$ cat config.mk
export PLATFORM = sky130hd
export DESIGN_NAME = cave_automaton_smoothing_pass_core
export DESIGN_NICKNAME = d
export VERILOG_FILES = /design/src/cas_pkg.sv /design/src/cas_col_cell.sv /design/src/cas_line_store.sv /design/src/cas_rule.sv /design/src/cave_automaton_smoothing_pass_core.sv
export SDC_FILE = /design/constraint.sdc
export NUM_CORES = 1
export LEC_CHECK = 0
export CELL_PAD_IN_SITES_DETAIL_PLACEMENT = 0
export CELL_PAD_IN_SITES_GLOBAL_PLACEMENT = 2
export CORE_ASPECT_RATIO = 1.5
export CORE_UTILIZATION = 43
export CTS_BUF_LIST = sky130_fd_sc_hd__clkbuf_8
export CTS_CLUSTER_SIZE = 14
export DETAILED_ROUTE_END_ITERATION = 10
export DONT_BUFFER_PORTS = 1
export PLACE_DENSITY = 0.77
export SETUP_SLACK_MARGIN = 0.3
export SYNTH_ARGS = -nofsm -noshare
export SYNTH_HDL_FRONTEND = slang
export SYNTH_HIERARCHICAL = 1
export SYNTH_SLANG_ARGS = --single-unit
export TNS_END_PERCENT = 30
$ cat constraint.sdc
create_clock -name aclk -period 4.36 [get_ports aclk]
set_input_delay 0.436 -clock aclk [delete_from_list [all_inputs] [get_ports aclk]]
set_output_delay 0.436 -clock aclk [all_outputs]
set_load 0.005 [all_outputs]
$ cat src/cas_pkg.sv
package cas_pkg;

    // Size limits used as parameter defaults
    localparam int MAX_WIDTH_DEF  = 128;
    localparam int MAX_HEIGHT_DEF = 1024;

    // Register field widths
    localparam int GW_W       = 8;
    localparam int GH_W       = 11;
    localparam int LIM_W      = 4;
    localparam int CFG_IDX_W  = 2;
    localparam int CFG_DATA_W = 11;

    // Neighbor count holds 0..8
    localparam int CNT_W = 4;

    // One window column: bit 0 oldest row, bit 1 middle row, bit 2 newest row
    localparam int COL_BITS = 3;
    localparam int WIN_COLS = 3;

    typedef enum logic [CFG_IDX_W-1:0] {
        REG_GRID_WIDTH  = 2'd0,
        REG_GRID_HEIGHT = 2'd1,
        REG_BIRTH_LIMIT = 2'd2,
        REG_DEATH_LIMIT = 2'd3
    } cfg_reg_t;

    localparam logic [GW_W-1:0]  GRID_WIDTH_RST  = 8'd100;
    localparam logic [GH_W-1:0]  GRID_HEIGHT_RST = 11'd45;
    localparam logic [LIM_W-1:0] BIRTH_LIMIT_RST = 4'd4;
    localparam logic [LIM_W-1:0] DEATH_LIMIT_RST = 4'd3;

    // How the rule unit looks at the window for one result
    typedef struct packed {
        logic colsh;       // view one column to the right
        logic rowsh;       // view one row down
        logic wall_top;
        logic wall_bot;
        logic wall_left;
        logic wall_right;
    } view_t;

endpackage

$ cat src/cas_col_cell.sv
module cas_col_cell
    import cas_pkg::*;
(
    input  logic                aclk,
    input  logic                aresetn,
    input  logic                shift_en,
    input  logic [COL_BITS-1:0] col_in,
    output logic [COL_BITS-1:0] col_out
);

    logic [COL_BITS-1:0] col_reg;
    logic [COL_BITS-1:0] col_next;

    // Take the column from the right-hand neighbor on each shift
    assign col_next = shift_en ? col_in : col_reg;

    always_ff @(posedge aclk) begin
        if (!aresetn) begin
            col_reg <= '0;
        end else begin
            col_reg <= col_next;
        end
    end

    assign col_out = col_reg;

endmodule

$ cat src/cas_line_store.sv
module cas_line_store #(
    parameter int DEPTH = 128,
    parameter int AW    = 7
) (
    input  logic          aclk,
    input  logic          wr_en,
    input  logic [AW-1:0] wr_addr,
    input  logic [1:0]    wr_data,
    input  logic [AW-1:0] rd_addr,
    output logic [1:0]    rd_data
);

    // bit 0: previous row, bit 1: row before that
    logic [1:0] mem [DEPTH];
    logic [1:0] rd_data_reg;
    logic [1:0] rd_data_next;

    always_ff @(posedge aclk) begin
        if (wr_en) begin
            mem[wr_addr] <= wr_data;
        end
    end

    // Forward a same-address write so the read never sees stale data
    always_ff @(posedge aclk) begin
        rd_data_reg <= rd_data_next;
    end

    always_comb begin
        if (wr_en && (wr_addr == rd_addr)) begin
            rd_data_next = wr_data;
        end else begin
            rd_data_next = mem[rd_addr];
        end
    end

    assign rd_data = rd_data_reg;

endmodule

$ cat src/cas_rule.sv
module cas_rule
    import cas_pkg::*;
(
    input  logic [WIN_COLS-1:0][COL_BITS-1:0] win,
    input  view_t                             view,
    input  logic [LIM_W-1:0]                  birth_limit,
    input  logic [LIM_W-1:0]                  death_limit,
    output logic                              cell_next
);

    function automatic logic [COL_BITS-1:0] row_view(input logic [COL_BITS-1:0] b,
                                                     input logic rowsh);
        return rowsh ? {1'b1, b[2], b[1]} : b;
    endfunction

    logic [COL_BITS-1:0] v0, v1, v2;
    logic [CNT_W-1:0]    cnt;

    always_comb begin
        // Shift the view right and down as asked; past the window reads as wall
        v0 = row_view(view.colsh ? win[1] : win[0], view.rowsh);
        v1 = row_view(view.colsh ? win[2] : win[1], view.rowsh);
        v2 = row_view(view.colsh ? {COL_BITS{1'b1}} : win[2], view.rowsh);

        // Force grid borders to wall
        if (view.wall_top) begin
            v0[0] = 1'b1;
            v1[0] = 1'b1;
            v2[0] = 1'b1;
        end
        if (view.wall_bot) begin
            v0[2] = 1'b1;
            v1[2] = 1'b1;
            v2[2] = 1'b1;
        end
        if (view.wall_left) begin
            v0 = {COL_BITS{1'b1}};
        end
        if (view.wall_right) begin
            v2 = {COL_BITS{1'b1}};
        end

        cnt = CNT_W'(v0[0]) + CNT_W'(v0[1]) + CNT_W'(v0[2])
            + CNT_W'(v1[0]) + CNT_W'(v1[2])
            + CNT_W'(v2[0]) + CNT_W'(v2[1]) + CNT_W'(v2[2]);

        if (v1[1]) begin
            cell_next = (cnt >= death_limit);
        end else begin
            cell_next = (cnt > birth_limit);
        end
    end

endmodule

$ cat src/cave_automaton_smoothing_pass_core.sv
// Channel   Dir  Handshake            Beat contents
// s_        in   s_valid / s_ready    s_cell_in: one grid cell, raster order
// m_        out  m_valid / m_ready    m_cell_out, m_out_col, m_out_row, m_frame_last
// cfg_      in   cfg_valid / cfg_ready cfg_index, cfg_data: one register write
//
// Cycles: while m_ready is high, one input beat per cycle if it yields at most one
// result, and one result beat a cycle from the emitter. An input that yields more
// holds the emitter until all go out: two at a row end, up to four at frame end.
// Reset: aresetn synchronous, active low; counters, pending results and registers
// return to their defaults. The line store needs no clearing pass.
// Stalls: a low m_ready holds the result register full; a new input beat is taken
// while no result is owed, or while one is owed and the result register is free or
// emptying in the same cycle.
module cave_automaton_smoothing_pass_core
    import cas_pkg::*;
#(
    parameter int MAX_WIDTH  = MAX_WIDTH_DEF,
    parameter int MAX_HEIGHT = MAX_HEIGHT_DEF,
    localparam int CW = $clog2(MAX_WIDTH),
    localparam int RW = $clog2(MAX_HEIGHT)
) (
    input  logic                  aclk,
    input  logic                  aresetn,

    input  logic                  s_valid,
    output logic                  s_ready,
    input  logic                  s_cell_in,

    output logic                  m_valid,
    input  logic                  m_ready,
    output logic                  m_cell_out,
    output logic [CW-1:0]         m_out_col,
    output logic [RW-1:0]         m_out_row,
    output logic                  m_frame_last,

    input  logic                  cfg_valid,
    output logic                  cfg_ready,
    input  logic [CFG_IDX_W-1:0]  cfg_index,
    input  logic [CFG_DATA_W-1:0] cfg_data
);

    localparam int CCMP_W = (CW + 1 > GW_W) ? CW + 1 : GW_W;
    localparam int RCMP_W = (RW + 1 > GH_W) ? RW + 1 : GH_W;

    // Result slots; bit 0 of the code shifts the view right, bit 1 down
    typedef enum logic [1:0] {
        SLOT_UP_LEFT = 2'd0,   // cell one row up, one column left
        SLOT_UP_HERE = 2'd1,   // cell one row up, this column
        SLOT_LEFT    = 2'd2,   // cell in this row, one column left
        SLOT_CORNER  = 2'd3    // this cell, closes the frame
    } slot_t;

    // ------------------------------------------------------------------
    // Configuration registers
    // ------------------------------------------------------------------
    logic [GW_W-1:0]  grid_width_reg;
    logic [GH_W-1:0]  grid_height_reg;
    logic [LIM_W-1:0] birth_limit_reg;
    logic [LIM_W-1:0] death_limit_reg;

    assign cfg_ready = 1'b1;

    always_ff @(posedge aclk) begin
        if (!aresetn) begin
            grid_width_reg  <= GRID_WIDTH_RST;
            grid_height_reg <= GRID_HEIGHT_RST;
            birth_limit_reg <= BIRTH_LIMIT_RST;
            death_limit_reg <= DEATH_LIMIT_RST;
        end else if (cfg_valid && cfg_ready) begin
            case (cfg_reg_t'(cfg_index))
                REG_GRID_WIDTH:  grid_width_reg  <= cfg_data[GW_W-1:0];
                REG_GRID_HEIGHT: grid_height_reg <= cfg_data[GH_W-1:0];
                REG_BIRTH_LIMIT: birth_limit_reg <= cfg_data[LIM_W-1:0];
                REG_DEATH_LIMIT: death_limit_reg <= cfg_data[LIM_W-1:0];
                default: ;
            endcase
        end
    end

    // ------------------------------------------------------------------
    // Raster position of the next input beat
    // ------------------------------------------------------------------
    logic [CW-1:0] col_reg, col_next;
    logic [RW-1:0] row_reg, row_next;
    logic [CW:0]   col_plus;
    logic [RW:0]   row_plus;
    logic          is_end, is_last;
    logic          in_acc;

    assign in_acc   = s_valid && s_ready;
    assign col_plus = {1'b0, col_reg} + 1'b1;
    assign row_plus = {1'b0, row_reg} + 1'b1;

    // A zero size clamps to one; a size past the maximum clamps to the maximum.
    // A counter beyond a shrunken size counts as being at the last position.
    assign is_end  = (CCMP_W'(col_plus) >= CCMP_W'(grid_width_reg))
                  || (col_plus >= (CW + 1)'(MAX_WIDTH));
    assign is_last = (RCMP_W'(row_plus) >= RCMP_W'(grid_height_reg))
                  || (row_plus >= (RW + 1)'(MAX_HEIGHT));

    always_comb begin
        col_next = col_reg;
        row_next = row_reg;
        if (in_acc) begin
            if (is_end) begin
                col_next = '0;
                row_next = is_last ? '0 : row_plus[RW-1:0];
            end else begin
                col_next = col_plus[CW-1:0];
            end
        end
    end

    always_ff @(posedge aclk) begin
        if (!aresetn) begin
            col_reg <= '0;
            row_reg <= '0;
        end else begin
            col_reg <= col_next;
            row_reg <= row_next;
        end
    end

    // ------------------------------------------------------------------
    // Line store: prefetch the entry for the next column every cycle
    // ------------------------------------------------------------------
    logic [1:0] st_rd;

    cas_line_store #(
        .DEPTH (MAX_WIDTH),
        .AW    (CW)
    ) u_store (
        .aclk    (aclk),
        .wr_en   (in_acc),
        .wr_addr (col_reg),
        .wr_data ({st_rd[0], s_cell_in}),
        .rd_addr (col_next),
        .rd_data (st_rd)
    );

    // ------------------------------------------------------------------
    // Window: a chain of three column cells, newest on the right
    // ------------------------------------------------------------------
    logic [WIN_COLS-1:0][COL_BITS-1:0] win_col;
    logic [COL_BITS-1:0]               new_col;

    assign new_col = {s_cell_in, st_rd[0], st_rd[1]};

    for (genvar gi = 0; gi < WIN_COLS; gi++) begin : g_cells
        logic [COL_BITS-1:0] col_src;

        if (gi == WIN_COLS - 1) begin : g_head
            assign col_src = new_col;
        end else begin : g_link
            assign col_src = win_col[gi + 1];
        end

        cas_col_cell u_cell (
            .aclk     (aclk),
            .aresetn  (aresetn),
            .shift_en (in_acc),
            .col_in   (col_src),
            .col_out  (win_col[gi])
        );
    end

    // ------------------------------------------------------------------
    // Job: the results owed by the last accepted beat
    // ------------------------------------------------------------------
    logic [3:0]    pend_reg, pend_next, pend_new;
    logic [CW-1:0] job_col_reg;
    logic [RW-1:0] job_row_reg;
    logic          job_r_eq0_reg, job_r_eq1_reg, job_c_eq0_reg, job_c_eq1_reg;

    always_comb begin
        pend_new               = '0;
        pend_new[SLOT_UP_LEFT] = (row_reg != '0) && (col_reg != '0);
        pend_new[SLOT_UP_HERE] = (row_reg != '0) && is_end;
        pend_new[SLOT_LEFT]    = is_last && (col_reg != '0);
        pend_new[SLOT_CORNER]  = is_last && is_end;
    end

    // Hold the job position until the next accept; no reset on payload
    always_ff @(posedge aclk) begin
        if (in_acc) begin
            job_col_reg   <= col_reg;
            job_row_reg   <= row_reg;
            job_r_eq0_reg <= (row_reg == '0);
            job_r_eq1_reg <= (row_reg == RW'(1));
            job_c_eq0_reg <= (col_reg == '0);
            job_c_eq1_reg <= (col_reg == CW'(1));
        end
    end

    // ------------------------------------------------------------------
    // Emitter: lowest pending slot goes out first
    // ------------------------------------------------------------------
    slot_t sel;
    view_t view;
    logic  out_free, out_load, cell_next;

    always_comb begin
        if (pend_reg[SLOT_UP_LEFT]) begin
            sel = SLOT_UP_LEFT;
        end else if (pend_reg[SLOT_UP_HERE]) begin
            sel = SLOT_UP_HERE;
        end else if (pend_reg[SLOT_LEFT]) begin
            sel = SLOT_LEFT;
        end else begin
            sel = SLOT_CORNER;
        end
    end

    always_comb begin
        view.colsh      = sel[0];
        view.rowsh      = sel[1];
        view.wall_top   = sel[1] ? job_r_eq0_reg : job_r_eq1_reg;
        view.wall_bot   = sel[1];
        view.wall_left  = sel[0] ? job_c_eq0_reg : job_c_eq1_reg;
        view.wall_right = sel[0];
    end

    cas_rule u_rule (
        .win         (win_col),
        .view        (view),
        .birth_limit (birth_limit_reg),
        .death_limit (death_limit_reg),
        .cell_next   (cell_next)
    );

    logic          m_valid_reg, m_valid_next;
    logic          cell_out_reg;
    logic [CW-1:0] out_col_reg;
    logic [RW-1:0] out_row_reg;
    logic          frame_last_reg;

    assign out_free = !m_valid_reg || m_ready;
    assign out_load = (pend_reg != '0) && out_free;

    // Take a new beat once the job drains this cycle or is already empty
    assign s_ready = (pend_reg == '0)
                  || (((pend_reg & (pend_reg - 4'd1)) == '0) && out_free);

    always_comb begin
        pend_next = pend_reg;
        if (in_acc) begin
            pend_next = pend_new;
        end else if (out_load) begin
            pend_next[sel] = 1'b0;
        end
    end

    always_comb begin
        m_valid_next = m_valid_reg;
        if (out_load) begin
            m_valid_next = 1'b1;
        end else if (m_ready) begin
            m_valid_next = 1'b0;
        end
    end

    always_ff @(posedge aclk) begin
        if (!aresetn) begin
            pend_reg    <= '0;
            m_valid_reg <= 1'b0;
        end else begin
            pend_reg    <= pend_next;
            m_valid_reg <= m_valid_next;
        end
    end

    always_ff @(posedge aclk) begin
        if (out_load) begin
            cell_out_reg   <= cell_next;
            out_col_reg    <= sel[0] ? job_col_reg : job_col_reg - 1'b1;
            out_row_reg    <= sel[1] ? job_row_reg : job_row_reg - 1'b1;
            frame_last_reg <= (sel == SLOT_CORNER);
        end
    end

    assign m_valid      = m_valid_reg;
    assign m_cell_out   = cell_out_reg;
    assign m_out_col    = out_col_reg;
    assign m_out_row    = out_row_reg;
    assign m_frame_last = frame_last_reg;

    // ------------------------------------------------------------------
    // Checks
    // ------------------------------------------------------------------
    a_no_accept_with_backlog: assert property (@(posedge aclk) disable iff (!aresetn)
        ($countones(pend_reg) > 1) |-> !s_ready)
        else $error("input taken while two or more results still pending");

    a_frame_end_queued: assert property (@(posedge aclk) disable iff (!aresetn)
        (in_acc && is_last && is_end) |=> pend_reg[SLOT_CORNER])
        else $error("last cell of the grid did not queue its closing result");

    a_job_drains: assert property (@(posedge aclk) disable iff (!aresetn)
        (out_load && $onehot(pend_reg) && !in_acc) |=> (pend_reg == '0))
        else $error("job did not drain after its last result");

    a_load_shows_valid: assert property (@(posedge aclk) disable iff (!aresetn)
        out_load |=> m_valid)
        else $error("loaded result not presented");

endmodule

==> flow_summary.json <==
{
  "grtUsageTotal": 0.203,
  "portBuffers": 0,
  "endpoint_kind": "register",
  "drt-pass1-iter-count": 4,
  "cts_max_level": 2,
  "cts_buffer_depth": 3,
  "fin_crit_sh": 1.05,
  "r2r_end": "m_cell_out$_DFFE_PP_",
  "start_kind": "register",
  "cp_slowest_cell": "fa_1",
  "final_common_cell": "edfxtp_1",
  "vias": 9482,
  "swShare": 0.229,
  "power.leakage_nw": 6.15,
  "setup_tns_ps": -224,
  "power_density_nw_per_um2": 387,
  "dpl_worst_slack_ps": -248,
  "multiInputGateArea_um2": 5430,
  "setup_ws_ps": -224,
  "cts_root_buf": "clkbuf_8",
  "grt_pass1_vias": 9937,
  "ios": 41,
  "setup_violations": 1,
  "power.total_mw": 6.96,
  "critical_path_required_ps": 4710,
  "crit_type": "register to register",
  "drive_above_1_share": 0.163,
  "critical-path-max-stage-delay_ps": 580,
  "drc": 0,
  "cts_tree": "built",
  "internal_power_mw": 5.37,
  "finalInstanceArea_um2": 18000,
  "synth_edf_count": 296,
  "syn-num-nets": 1218,
  "pwr-share-comb": 0.069,
  "clkPwrFrac": 0.381,
  "clk_latency_ps": 600,
  "coreArea_um2": 36700,
  "finalNonFillerCells": 1739,
  "final-seq-area_um2": 10200,
  "p_sw_mw": 1.60,
  "ff2ff_path_depth": 16,
  "layout_min_cycle_time_ps": 4580,
  "synth_cell_types": 63,
  "cp.depth": 16,
  "wl_per_cell_um": 21.5,
  "viasPerCell": 5.45,
  "worstHoldPathType": "input pin to register",
  "rsz0062_at_grt": "yes",
  "crit_buf_inv": 3,
  "ir_worst_vdd_uv": 235,
  "crit_fanout": 3,
  "dpl-instance-area_um2": 16700,
  "antenna_found_initial": 1,
  "grt_pass1_wl_mm": 57.6,
  "status": "complete, but fails checks",
  "ys_seq_area_frac": 0.636,
  "hpwl_mm": 24.6,
  "grt_max_degree": 130,
  "maxSlewViolCount": 0,
  "die_area_um2": 38100,
  "crit_chain": "inv_2, a21o_1, inv_2, mux4_2, nor3_4, fa_1, inv_2, fa_1, fa_1, ha_2, fa_1, ha_1, nor2b_1, o211ai_1, a21oi_1, a22o_1",
  "skew_ps": 15.4,
  "final_util": 0.490,
  "holdPathStages": 2,
  "hold_path.startpoint": "aresetn",
  "syn2layout_area_growth_pct": 12.3,
  "fillCellCount": 3227,
  "synth-warning-count": 6,
  "cts_sinks": 361,
  "yosys_register_bits": 361,
  "largest_reg_flops": 256,
  "final_cell_mix": "edfxtp_1, nor2_1, nand2_1",
  "critical_path_arrival_ps": 4930,
  "hold_end": "row_reg[6]$_SDFFE_PN0P_",
  "seqPwrFrac": 0.550,
  "worst_hold_slack_ps": 64.4,
  "clkTransAtPathRegs_ps": 70,
  "ant_nets": 0,
  "row_count": 86,
  "synth_area_um2": 16000,
  "die_h_um": 238,
  "finalHoldViolCount": 0,
  "finalNetCount": 1272,
  "dp.cells": 1623,
  "die_w_um": 160,
  "async_flop_share": 0,
  "tightest_slew_ps": 1080,
  "gp_congestion": 0.784,
  "drt_wl_total_mm": 37.5,
  "r2r_start": "pend_reg[1]$_SDFFE_PN0P_",
  "drv_cap": 0,
  "cp_common_cell": "fa_1",
  "syn_avg_cell_area_um2": 13.8,
  "cp_top_family": "adder cells",
  "initial_core_util": 0.437,
  "ys.flop_type": "edfxtp_1",
  "r2r_setup_slack_ps": -220,
  "drtIter0Drc": 557,
  "cts_buffers": 54,
  "grt.overflow.total": 0,
  "slew_headroom": 0.282,
  "synth_cells": 1157,
  "max_freq_ghz": 0.218,
  "violations": "setup timing"
}
[Yosys cell counts, drive strengths merged, types with 8 or more instances]
cell type / count / area (um^2)
xor2: 13 / 114
mux4: 57 / 1300
clkbuf: 35 / 131
nand3b: 9 / 80.1
ha: 38 / 475
nor2b: 34 / 213
dfxtp: 65 / 1300
and3: 8 / 50.1
o21ai: 15 / 75.1
a21oi: 25 / 136
xnor2: 14 / 123
o22ai: 17 / 120
nand2b: 9 / 56.3
edfxtp: 296 / 8890
nor4: 8 / 50.1
nand2: 90 / 340
nand3: 23 / 115
nor2: 146 / 548
mux2i: 56 / 561
buf: 22 / 146
mux2: 9 / 101
nor3: 21 / 115
a21boi: 13 / 97.6
a22oi: 16 / 120
inv: 45 / 169
o211ai: 10 / 75.1
nand4: 12 / 90.1
[metal layers]
metal / track usage / up-vias / wire length (um)
met4: 0.0816 / 0 / 1290
li1: - / 4436 / -
met3: 0.0335 / 71 / 1430
met5: 0 / - / 0
met1: 0.209 / 4793 / 13100
met2: 0.400 / 182 / 21600
[cell families (layout without fill, tap and decap cells)]
group                      Yosys count  count (layout)  synth area share
and+or+nand+nor                    385             385             0.114
adders and majority gates           43              43            0.0353
other                                1               2          0.000234
buffers and inverters              102             199            0.0279
muxes                              122             122             0.123
AOI/OAI and AO/OA                  116             116            0.0491
xor gates and xnor gates            27              27            0.0148
DFF                                361             361             0.636
[timing repair]
| action | in CTS | in global routing |
|---|---|---|
| setup buffers | 0 | 1 |
| setup endpoints to repair | 1 | 1 |
| hold buffers | 15 | 0 |
| resized for setup | 6 | 5 |
| hold endpoints to repair | 184 | 0 |
| pin swaps | 0 | 4 |
[power groups by stage]
stage	logic, mW	registers (mW)	clock network [mW]
2_1_floorplan	0.314	3.89	0
3_3_place_gp	0.436	3.90	0
3_5_place_dp	0.441	3.90	0
4_1_cts	0.488	3.83	2.74
5_1_grt	0.524	3.83	2.87
6_report	0.480	3.83	2.66
[worst max path at each step]
stage,startpoint,endpoint,slack (ps)
2_1_floorplan,pend_reg[0]$_SDFFE_PN0P_,m_cell_out$_DFFE_PP_,-240
3_3_place_gp,pend_reg[1]$_SDFFE_PN0P_,m_cell_out$_DFFE_PP_,-240
3_5_place_dp,pend_reg[1]$_SDFFE_PN0P_,m_cell_out$_DFFE_PP_,-250
4_1_cts,pend_reg[1]$_SDFFE_PN0P_,m_cell_out$_DFFE_PP_,-200
5_1_grt,pend_reg[1]$_SDFFE_PN0P_,m_cell_out$_DFFE_PP_,-390
6_report,pend_reg[1]$_SDFFE_PN0P_,m_cell_out$_DFFE_PP_,-220
[final cells by class]
type	instances	share of cell area
inverter	45	0.00939
tap	484	0.0337
antenna	1	0.000139
clock inverter	40	0.0127
clock buffer	59	0.0451
multi-input combinational	694	0.302
timing repair buffer	55	0.0307
sequential	361	0.567
Power figures use the tool's default switching activity.
